--- config.mk ---
export PLATFORM = sky130hd
export DESIGN_NAME = lru_temp_slot_reuse_flat
export DESIGN_NICKNAME = d
export VERILOG_FILES = /design/src/hw/rtl/lts_pkg.sv /design/src/hw/rtl/lts_ifs.sv /design/src/hw/rtl/lts_table.sv /design/src/hw/rtl/lts_ctrl.sv /design/src/hw/rtl/lru_temp_slot_reuse.sv /design/src/flat_wrapper.sv
export SDC_FILE = /design/constraint.sdc
export NUM_CORES = 1
export LEC_CHECK = 0
export BUFFER_PORTS_ARGS = -buffer_cell sky130_fd_sc_hd__buf_2
export CAP_MARGIN = 20
export CELL_PAD_IN_SITES_DETAIL_PLACEMENT = 1
export CELL_PAD_IN_SITES_GLOBAL_PLACEMENT = 2
export CORE_UTILIZATION = 25
export DETAILED_ROUTE_END_ITERATION = 10
export PLACE_DENSITY = 0.57
export SLEW_MARGIN = 20
export SYNTH_ARGS = -nofsm -noshare
export SYNTH_HDL_FRONTEND = slang
export SYNTH_HIERARCHICAL = 1
export SYNTH_SLANG_ARGS = --single-unit
--- constraint.sdc ---
create_clock -name clock -period 7.14 [get_ports clock]
set_input_delay 1.428 -clock clock [delete_from_list [all_inputs] [get_ports clock]]
set_output_delay 1.428 -clock clock [all_outputs]
set_load 0.02 [all_outputs]
--- src/hw/rtl/lts_pkg.sv ---
`timescale 1ns / 1ps
`default_nettype none

package lts_pkg;

   localparam int TABLE_DEPTH = 16;
   // compared key bits; at most the request's key width
   localparam int KEY_BITS    = 32;

   localparam int SCOPE_W = 16;
   localparam int STMT_W  = 16;
   localparam int KEY_W   = 32;
   localparam int TEMP_W  = 16;

   localparam int IDX_W = (TABLE_DEPTH > 1) ? $clog2(TABLE_DEPTH) : 1;
   localparam int CNT_W = $clog2(TABLE_DEPTH + 1);

   localparam logic [TEMP_W-1:0] TEMP_MAX = '1;

   typedef struct packed {
      logic [SCOPE_W-1:0] scope_id;
      logic [STMT_W-1:0]  stmt_number;
      logic [KEY_W-1:0]   type_key;
   } lts_req_type;

   typedef struct packed {
      logic [TEMP_W-1:0] temp_number;
      logic              created;
   } lts_result_type;

   typedef struct packed {
      logic [KEY_BITS-1:0] key;
      logic [STMT_W-1:0]   stmt;
      logic [TEMP_W-1:0]   temp;
   } lts_entry_type;

   typedef struct packed {
      logic          we;
      logic [IDX_W-1:0] waddr;
      lts_entry_type wdata;
      logic [IDX_W-1:0] raddr;
   } lts_mem_ctl_type;

   typedef enum logic [1:0] {
      ST_IDLE,
      ST_SRCH,
      ST_SHIFT
   } lts_state_type;

endpackage

`default_nettype wire

--- src/hw/rtl/lts_ifs.sv ---
`timescale 1ns / 1ps
`default_nettype none

interface lts_req_if;
   logic                           valid;
   logic                           ready;
   logic [lts_pkg::SCOPE_W-1:0]    scope_id;
   logic [lts_pkg::STMT_W-1:0]     stmt_number;
   logic [lts_pkg::KEY_W-1:0]      type_key;

   modport source (output valid, output scope_id, output stmt_number, output type_key,
                   input ready);
   modport sink   (input valid, input scope_id, input stmt_number, input type_key,
                   output ready);
endinterface

interface lts_rsp_if;
   logic                        valid;
   logic                        ready;
   logic [lts_pkg::TEMP_W-1:0]  temp_number;
   logic                        created;

   modport source (output valid, output temp_number, output created, input ready);
   modport sink   (input valid, input temp_number, input created, output ready);
endinterface

`default_nettype wire

--- src/hw/rtl/lts_table.sv ---
`timescale 1ns / 1ps
`default_nettype none

module lts_table (
   input  wire logic                     clock,
   input  wire lts_pkg::lts_mem_ctl_type mem_ctl,
   output lts_pkg::lts_entry_type        rd_data
);

   lts_pkg::lts_entry_type mem [lts_pkg::TABLE_DEPTH];
   lts_pkg::lts_entry_type rd_data_ff;

   always_ff @(posedge clock) begin
      if (mem_ctl.we) begin
         mem[mem_ctl.waddr] <= mem_ctl.wdata;
      end
      rd_data_ff <= mem[mem_ctl.raddr];
   end

   assign rd_data = rd_data_ff;

endmodule

`default_nettype wire

--- src/hw/rtl/lts_ctrl.sv ---
`timescale 1ns / 1ps
`default_nettype none

module lts_ctrl (
   input  wire logic                     clock,
   input  wire logic                     reset,
   input  wire logic                     req_valid,
   output logic                          req_ready,
   input  wire lts_pkg::lts_req_type     req,
   input  wire logic                     res_ready,
   output logic                          res_valid,
   output lts_pkg::lts_result_type       res,
   output lts_pkg::lts_mem_ctl_type      mem_ctl,
   input  wire lts_pkg::lts_entry_type   rd_data
);

   localparam int CW = lts_pkg::CNT_W;
   localparam int IW = lts_pkg::IDX_W;
   localparam logic [CW-1:0] DEPTH_C = CW'(lts_pkg::TABLE_DEPTH);

   lts_pkg::lts_state_type state_ff, state_in;

   logic [CW-1:0]                    idx_ff, idx_in;
   logic [CW-1:0]                    count_ff, count_in;
   logic [lts_pkg::TEMP_W-1:0]       last_temp_ff, last_temp_in;
   logic [lts_pkg::SCOPE_W-1:0]      last_scope_ff, last_scope_in;
   logic                             scope_valid_ff, scope_valid_in;
   logic [lts_pkg::STMT_W-1:0]       stmt_ff, stmt_in;
   logic [lts_pkg::KEY_BITS-1:0]     key_ff, key_in;
   logic [lts_pkg::TEMP_W-1:0]       tnum_ff, tnum_in;
   logic                             created_ff, created_in;

   logic [CW-1:0] idx_p1, idx_p2, from_idx, from_p1;
   logic          hit, full;

   assign idx_p1   = idx_ff + CW'(1);
   assign idx_p2   = idx_ff + CW'(2);
   assign full     = (count_ff == DEPTH_C);
   assign from_idx = full ? '0 : count_ff;
   assign from_p1  = from_idx + CW'(1);
   // entries already used by this statement are skipped
   assign hit      = (rd_data.stmt != stmt_ff) && (rd_data.key == key_ff);

   always_ff @(posedge clock) begin
      if (reset) begin
         state_ff       <= lts_pkg::ST_IDLE;
         count_ff       <= '0;
         last_temp_ff   <= '0;
         last_scope_ff  <= '0;
         scope_valid_ff <= 1'b0;
      end else begin
         state_ff       <= state_in;
         count_ff       <= count_in;
         last_temp_ff   <= last_temp_in;
         last_scope_ff  <= last_scope_in;
         scope_valid_ff <= scope_valid_in;
      end
   end

   always_ff @(posedge clock) begin
      idx_ff     <= idx_in;
      stmt_ff    <= stmt_in;
      key_ff     <= key_in;
      tnum_ff    <= tnum_in;
      created_ff <= created_in;
   end

   always_comb begin
      state_in       = state_ff;
      idx_in         = idx_ff;
      count_in       = count_ff;
      last_temp_in   = last_temp_ff;
      last_scope_in  = last_scope_ff;
      scope_valid_in = scope_valid_ff;
      stmt_in        = stmt_ff;
      key_in         = key_ff;
      tnum_in        = tnum_ff;
      created_in     = created_ff;

      req_ready       = 1'b0;
      res_valid       = 1'b0;
      res.temp_number = tnum_ff;
      res.created     = created_ff;

      mem_ctl.we         = 1'b0;
      mem_ctl.waddr      = idx_ff[IW-1:0];
      mem_ctl.wdata.key  = rd_data.key;
      mem_ctl.wdata.stmt = rd_data.stmt;
      mem_ctl.wdata.temp = rd_data.temp;
      mem_ctl.raddr      = idx_p1[IW-1:0];

      case (state_ff)
         lts_pkg::ST_IDLE: begin
            req_ready     = 1'b1;
            mem_ctl.raddr = '0;
            if (req_valid) begin
               stmt_in = req.stmt_number;
               key_in  = req.type_key[lts_pkg::KEY_BITS-1:0];
               idx_in  = '0;
               if (!scope_valid_ff || (req.scope_id != last_scope_ff)) begin
                  count_in       = '0;
                  last_temp_in   = '0;
                  last_scope_in  = req.scope_id;
                  scope_valid_in = 1'b1;
               end
               state_in = lts_pkg::ST_SRCH;
            end
         end

         // one entry compared per cycle; read of the next entry is in flight
         lts_pkg::ST_SRCH: begin
            if (idx_ff == count_ff) begin
               if (!full) begin
                  count_in = count_ff + CW'(1);
               end
               if (last_temp_ff != lts_pkg::TEMP_MAX) begin
                  last_temp_in = last_temp_ff + lts_pkg::TEMP_W'(1);
                  tnum_in      = last_temp_ff + lts_pkg::TEMP_W'(1);
               end else begin
                  tnum_in = last_temp_ff;
               end
               created_in    = 1'b1;
               idx_in        = from_idx;
               mem_ctl.raddr = from_p1[IW-1:0];
               state_in      = lts_pkg::ST_SHIFT;
            end else if (hit) begin
               tnum_in    = rd_data.temp;
               created_in = 1'b0;
               state_in   = lts_pkg::ST_SHIFT;
            end else begin
               idx_in = idx_p1;
            end
         end

         // close the gap one entry per cycle, then write the request's entry at the MRU end
         lts_pkg::ST_SHIFT: begin
            if (idx_p1 < count_ff) begin
               mem_ctl.we    = 1'b1;
               idx_in        = idx_p1;
               mem_ctl.raddr = idx_p2[IW-1:0];
            end else if (res_ready) begin
               mem_ctl.we         = 1'b1;
               mem_ctl.wdata.key  = key_ff;
               mem_ctl.wdata.stmt = stmt_ff;
               mem_ctl.wdata.temp = tnum_ff;
               res_valid          = 1'b1;
               state_in           = lts_pkg::ST_IDLE;
            end
         end

         default: begin
            state_in = lts_pkg::ST_IDLE;
         end
      endcase
   end

   a_count_bound: assert property (@(posedge clock) disable iff (reset)
      count_ff <= DEPTH_C)
      else $error("entry count beyond table depth");

   a_shift_in_range: assert property (@(posedge clock) disable iff (reset)
      (state_ff == lts_pkg::ST_SHIFT) |-> (idx_ff < count_ff))
      else $error("shift index outside valid entries");

   a_result_nonempty: assert property (@(posedge clock) disable iff (reset)
      res_valid |-> (count_ff != '0) && mem_ctl.we && (tnum_ff != '0))
      else $error("result issued without a table entry");

   a_temp_monotonic: assert property (@(posedge clock) disable iff (reset)
      (state_ff != lts_pkg::ST_IDLE) |=> (last_temp_ff >= $past(last_temp_ff)))
      else $error("temp counter went backwards inside a scope");

   a_accept_search: assert property (@(posedge clock) disable iff (reset)
      (req_valid && req_ready) |=> (state_ff == lts_pkg::ST_SRCH) && (idx_ff == '0))
      else $error("accepted beat did not start a search");

endmodule

`default_nettype wire

--- src/hw/rtl/lru_temp_slot_reuse.sv ---
`timescale 1ns / 1ps
`default_nettype none

// Temp slot allocator with an LRU reuse table of lts_pkg::TABLE_DEPTH entries. A request
// with a new scope id (or the first after reset) clears the table and the temp counter.
// Each request gets one response: a reused temp of matching type key that the same
// statement has not used yet (oldest first), or a freshly numbered temp (saturating at
// 65535), with created set. The block handles one request at a time; the entry table,
// with one read and one write per cycle, is walked one entry per cycle for the key
// search and again for the LRU shift.
// A finished response sits in an output register, so a new request is taken while it
// waits.
module lru_temp_slot_reuse (
   input  wire logic clock,
   input  wire logic reset,
   lts_req_if.sink   req_bus,
   lts_rsp_if.source rsp_bus
);

   lts_pkg::lts_req_type     req;
   lts_pkg::lts_result_type  res;
   lts_pkg::lts_mem_ctl_type mem_ctl;
   lts_pkg::lts_entry_type   rd_data;
   logic                     res_valid, res_ready;

   logic                     rsp_valid_ff, rsp_valid_in;
   lts_pkg::lts_result_type  rsp_data_ff;

   assign req.scope_id    = req_bus.scope_id;
   assign req.stmt_number = req_bus.stmt_number;
   assign req.type_key    = req_bus.type_key;

   lts_ctrl u_ctrl (
      .clock     (clock),
      .reset     (reset),
      .req_valid (req_bus.valid),
      .req_ready (req_bus.ready),
      .req       (req),
      .res_ready (res_ready),
      .res_valid (res_valid),
      .res       (res),
      .mem_ctl   (mem_ctl),
      .rd_data   (rd_data)
   );

   lts_table u_table (
      .clock   (clock),
      .mem_ctl (mem_ctl),
      .rd_data (rd_data)
   );

   assign res_ready = !rsp_valid_ff || rsp_bus.ready;

   always_comb begin
      rsp_valid_in = rsp_valid_ff;
      if (rsp_bus.ready) begin
         rsp_valid_in = 1'b0;
      end
      if (res_valid) begin
         rsp_valid_in = 1'b1;
      end
   end

   always_ff @(posedge clock) begin
      if (reset) begin
         rsp_valid_ff <= 1'b0;
      end else begin
         rsp_valid_ff <= rsp_valid_in;
      end
   end

   always_ff @(posedge clock) begin
      if (res_valid) begin
         rsp_data_ff <= res;
      end
   end

   assign rsp_bus.valid       = rsp_valid_ff;
   assign rsp_bus.temp_number = rsp_data_ff.temp_number;
   assign rsp_bus.created     = rsp_data_ff.created;

endmodule

`default_nettype wire

--- src/flat_wrapper.sv ---
// flat-port wrapper written by rule: the top's interface ports become plain ports
module lru_temp_slot_reuse_flat 
  (clock, reset, req_bus_valid, req_bus_scope_id, req_bus_stmt_number, req_bus_type_key, req_bus_ready, rsp_bus_valid, rsp_bus_temp_number, rsp_bus_created, rsp_bus_ready);
  lts_req_if req_bus_i ();
  lts_rsp_if rsp_bus_i ();
  input  wire logic clock;
  input  wire logic reset;
  input wire logic [$bits(req_bus_i.valid)-1:0] req_bus_valid;
  input wire logic [$bits(req_bus_i.scope_id)-1:0] req_bus_scope_id;
  input wire logic [$bits(req_bus_i.stmt_number)-1:0] req_bus_stmt_number;
  input wire logic [$bits(req_bus_i.type_key)-1:0] req_bus_type_key;
  output wire logic [$bits(req_bus_i.ready)-1:0] req_bus_ready;
  output wire logic [$bits(rsp_bus_i.valid)-1:0] rsp_bus_valid;
  output wire logic [$bits(rsp_bus_i.temp_number)-1:0] rsp_bus_temp_number;
  output wire logic [$bits(rsp_bus_i.created)-1:0] rsp_bus_created;
  input wire logic [$bits(rsp_bus_i.ready)-1:0] rsp_bus_ready;
  assign req_bus_i.valid = req_bus_valid;
  assign req_bus_i.scope_id = req_bus_scope_id;
  assign req_bus_i.stmt_number = req_bus_stmt_number;
  assign req_bus_i.type_key = req_bus_type_key;
  assign req_bus_ready = req_bus_i.ready;
  assign rsp_bus_valid = rsp_bus_i.valid;
  assign rsp_bus_temp_number = rsp_bus_i.temp_number;
  assign rsp_bus_created = rsp_bus_i.created;
  assign rsp_bus_i.ready = rsp_bus_ready;
  lru_temp_slot_reuse u_core (.clock(clock), .reset(reset), .req_bus(req_bus_i), .rsp_bus(rsp_bus_i));
endmodule
==> run summary <==
GLOBAL ROUTING
--------------------------------------------------------------------------------
Grt met3 use                                                              2.269%
Pin count of the biggest net entering global routing                          76
GR Overflow Total                                                              0
Met2 layer usage reported by global route                                 20.73%
GRT Resource Usage Total                                                  12.74%
First-pass GRT wire length                                              177.6 mm
Number of global-route vias before repair                                  25129
Met1 global-route usage                                                   17.40%
Gr busiest metal                                                            met2
Number of antenna violations at the first check in global routing              2

SYNTH
--------------------------------------------------------------------------------
List of most frequent post-synthesis cells                          sky130_fd_sc_hd__edfxtp_1 (1111), sky130_fd_sc_hd__mux4_2 (256), sky130_fd_sc_hd__a22oi_1 (128)
Netlist cell types                                                            64
Cell type with the highest aggregate area in the netlist            sky130_fd_sc_hd__edfxtp_1
Post-synth top flop                                                 sky130_fd_sc_hd__edfxtp_1
Sequential element share of the synthesized area                          75.75%
Leading post-synthesis cells by cell area                           sky130_fd_sc_hd__edfxtp_1 (71%), sky130_fd_sc_hd__mux4_2 (12%), sky130_fd_sc_hd__dfxtp_1 (4.5%), sky130_fd_sc_hd__a22oi_1 (2.1%), sky130_fd_sc_hd__mux2_2 (1.6%)
Yosys reg bits                                                              1216
Area share of the leading cell type in the synthesized netlist            71.26%
Ys async rst share                                                            0%
Nets in the synthesized netlist                                             2396
Avg Synthesized Cell Area                                              20.24 um2
Yosys warning count                                                            6
Netlist area before placement                                        0.04681 mm2
Instance count of the mapped netlist                                        2313
Post-synth EDFFs                                                            1111
Most used standard cell by instance count after synthesis           sky130_fd_sc_hd__edfxtp_1

CLOCK NETWORK
--------------------------------------------------------------------------------
Setup fix buffers added after clock tree synthesis                             0
Clk Latency, worst-skew pair                                             0.77 ns
Root buffer cell                                                    sky130_fd_sc_hd__clkbuf_16
Count of instances resized after the clock tree is built                       0
Hold Buf Count CTS                                                             0
Depth of the CTS H-tree                                                        4
Longest Clk Path Bufs                                                          3
Number of clock sinks                                                       1216
Clock tree from TritonCTS                                                  built
CTS clock-pin slew for the worst setup and hold paths                    0.06 ns
Number of buffers created by CTS                                             135

CELLS AND AREA
--------------------------------------------------------------------------------
Area overhead of the layout relative to synthesis                         17.74%
Number of antenna cells inserted                                               0
Area used by multi-input combinational logic                         0.01082 mm2
Area taken by flip-flops and latches                                 0.03546 mm2
Number of fill cells                                                       18739
Final std cell area, no fill                                         0.05512 mm2
Ratio of cells with drive above 1 in the final layout                     27.41%
Net count reported at finish                                                2560

TIMING
--------------------------------------------------------------------------------
Accumulated negative setup slack                                            0 ns
Final-report max-slew violation count                                          0
Fmax                                                                   192.2 MHz
Layout Skew                                                           0.03334 ns
Endpoints failing setup                                                        0
Max transition margin                                                     25.57%
Final Hold Violating Endpoints                                                 0
Unrepaired setup endpoints after global routing                               no
Final critical-path required period                                     5.202 ns
Worst-margin pin slew                                                   1.114 ns
Final Cycle Share                                                         72.86%

POWER AND IR DROP
--------------------------------------------------------------------------------
Static Leakage                                                        0.01694 uW
Power per Cell Area                                                 420.9 mW/mm2
Post-route total power                                                  23200 uW
Largest voltage drop on the vdd net                                  0.0002636 V

DRT
--------------------------------------------------------------------------------
Sum of routed wire length over all layers                               121.2 mm
Drt wl/cell                                                             23.94 um
Drc violations                                                                 0
DRT iter0 DRCs                                                              1668
Drt pass-1 iters                                                               8
Antenna-violating nets left                                                    0
Ratio of routed vias to standard cells                                     4.563
Number of vias after detailed routing                                      23101

PLACE
--------------------------------------------------------------------------------
HPWL reported at the end of detailed placement                          67.46 mm
Post-detailed-placement cell area                                    0.05068 mm2
Final weighted congestion in routability-driven placement                 0.7395
Count of buffers inserted at the top-level ports                              86

DIE
--------------------------------------------------------------------------------
Area of the core                                                      0.1856 mm2
DIE HEIGHT                                                              434.7 um
Starting Density                                                          25.22%
Row count                                                                    158
I/O pin cnt                                                                   87
Chip width                                                              434.7 um
Die area                                                              0.1890 mm2

RUN
--------------------------------------------------------------------------------
Max Cap Violations                                                             0

CRITICAL PATH
--------------------------------------------------------------------------------
Worst Path Max Fanout                                                         28
Worst setup EP type                                                         flop
Required time of the worst setup path                                    7.53 ns
Crit start category                                                         flop
CP Class                                                            flop to flop
Data arrival time of the critical path                                   5.59 ns

RUN STATUS
--------------------------------------------------------------------------------
Run status                                                          finished, final reports clean

WORST HOLD PATH
--------------------------------------------------------------------------------
Hold WC Path Type                                                   flop to flop

cell type report:
class | instances | area share, %
Sequential cell | 1216 | 64.34
Multi-Input combinational cell | 946 | 19.63
Clock buffer | 187 | 6.851
Tap cell | 2480 | 5.629
Timing Repair Buffer | 150 | 2.147
Clock inverter | 56 | 1.210
Inverter | 28 | 0.1952
layer usage:
layer,up-vias,wire length [um]
li1,9840,-
met1,12577,55310
met2,512,58420
met3,172,5201
met4,0,2289
met5,-,0
logic make-up (layout without fill, tap and decap cells):
kind of cell	count (synthesis)	count (layout)	synth area share (%)
mux	338	338	14.25
fa+ha+maj	15	15	0.4009
xor+xnor	76	76	1.454
compound gates	244	244	3.734
flops	1216	1216	75.75
buf+inv	151	421	1.612
simple gates	273	273	2.801
sequential cells by signal, indices dropped and copies added (netlist names):
name	cells
u_core/rsp_bus.created	1
u_core/rsp_bus.temp_number	16
u_core/rsp_bus.valid	1
u_core/u_ctrl/count_ff	5
u_core/u_ctrl/created_ff	1
u_core/u_ctrl/idx_ff	5
u_core/u_ctrl/key_ff	32
u_core/u_ctrl/last_scope_ff	16
u_core/u_ctrl/last_temp_ff	16
u_core/u_ctrl/scope_valid_ff	1
u_core/u_ctrl/state_ff	2
u_core/u_ctrl/stmt_ff	16
u_core/u_ctrl/tnum_ff	16
u_core/u_table/mem	1024
u_core/u_table/rd_data	64
placed cells by master, fill, tap and decap left out, types with 5 or more instances in the layout:
cell type                   synthesis  layout
sky130_fd_sc_hd__nor2_1            42      28
sky130_fd_sc_hd__clkinv_2           0      18
sky130_fd_sc_hd__mux2_2            66      66
sky130_fd_sc_hd__xor2_1            22      22
sky130_fd_sc_hd__nor3_1            14      10
sky130_fd_sc_hd__o2111ai_1          7       7
sky130_fd_sc_hd__or3_1              8       8
sky130_fd_sc_hd__buf_12             0      17
sky130_fd_sc_hd__o311ai_1           5       5
sky130_fd_sc_hd__nor4_1             6       6
sky130_fd_sc_hd__bufinv_16          0      10
sky130_fd_sc_hd__mux2i_1           16      16
sky130_fd_sc_hd__or4_1              7       7
sky130_fd_sc_hd__nor2b_1            7       5
sky130_fd_sc_hd__clkbuf_16          0     137
sky130_fd_sc_hd__and2_1             7       6
sky130_fd_sc_hd__nand4_1           16      16
sky130_fd_sc_hd__nor2_4             0      13
sky130_fd_sc_hd__ha_1              15      15
sky130_fd_sc_hd__clkbuf_1          58      34
sky130_fd_sc_hd__edfxtp_1        1111    1111
sky130_fd_sc_hd__inv_1             27      26
sky130_fd_sc_hd__o21ai_0           33      33
sky130_fd_sc_hd__nand2b_1           8       8
sky130_fd_sc_hd__buf_4             11      44
sky130_fd_sc_hd__nand3_1           14      13
sky130_fd_sc_hd__a21oi_1           22      21
sky130_fd_sc_hd__o211ai_1           5       5
sky130_fd_sc_hd__clkinv_1           0      14
sky130_fd_sc_hd__a22oi_1          128     128
sky130_fd_sc_hd__mux4_2           256     256
sky130_fd_sc_hd__dfxtp_1          105     105
sky130_fd_sc_hd__buf_2             27      86
sky130_fd_sc_hd__o311ai_0           7       7
sky130_fd_sc_hd__clkbuf_8           0      16
sky130_fd_sc_hd__a31oi_1            5       5
sky130_fd_sc_hd__nand2_1          127     127
sky130_fd_sc_hd__xnor2_1           52      52
path summary, 6_finish.rpt:
kind                                                from                         to  slack, ns  depth (start not counted)
worst min-delay path            u_core/u_ctrl/created_ff     u_core/rsp_bus.created       0.43                          0
worst max-delay path             u_core/u_ctrl/idx_ff[1]  u_core/u_table/mem[7][60]       1.94                         11
worst min register to register  u_core/u_ctrl/created_ff     u_core/rsp_bus.created       0.43                          0
worst max register to register   u_core/u_ctrl/idx_ff[1]  u_core/u_table/mem[7][60]       1.94                         11
where the power goes:
group	total, uW	internal (uW)	switching [uW]
clock	6950	4090	2860
combinational	6720	2730	3990
sequential	9530	9200	336
total	23200	16000	7190
worst max-delay path: stages (launching register included):
cell and delay, ns:
sky130_fd_sc_hd__edfxtp_1 0.79, sky130_fd_sc_hd__ha_1 0.34, sky130_fd_sc_hd__nand2_1 0.10, sky130_fd_sc_hd__xnor2_1 0.35
sky130_fd_sc_hd__ha_1 0.31, sky130_fd_sc_hd__o21ai_0 0.17, sky130_fd_sc_hd__a21oi_1 0.12, sky130_fd_sc_hd__or2_2 0.36
sky130_fd_sc_hd__a21boi_0 0.44, sky130_fd_sc_hd__nand3b_1 0.45, sky130_fd_sc_hd__nor2_4 0.76, sky130_fd_sc_hd__buf_4 0.62
through the flow:
stage	hold slack, ns	setup slack (ns)	utilization, %	cells
2_1_floorplan	0.4222	1.355	-	2313
3_3_place_gp	0.4202	2.161	27.25	4817
3_5_place_dp	0.4222	1.960	27.30	4820
4_1_cts	0.4357	1.902	29.69	5063
5_1_grt	0.4500	1.560	29.69	5063
6_report	0.4328	1.938	29.69	5063
(Power assumes the default switching activity.)
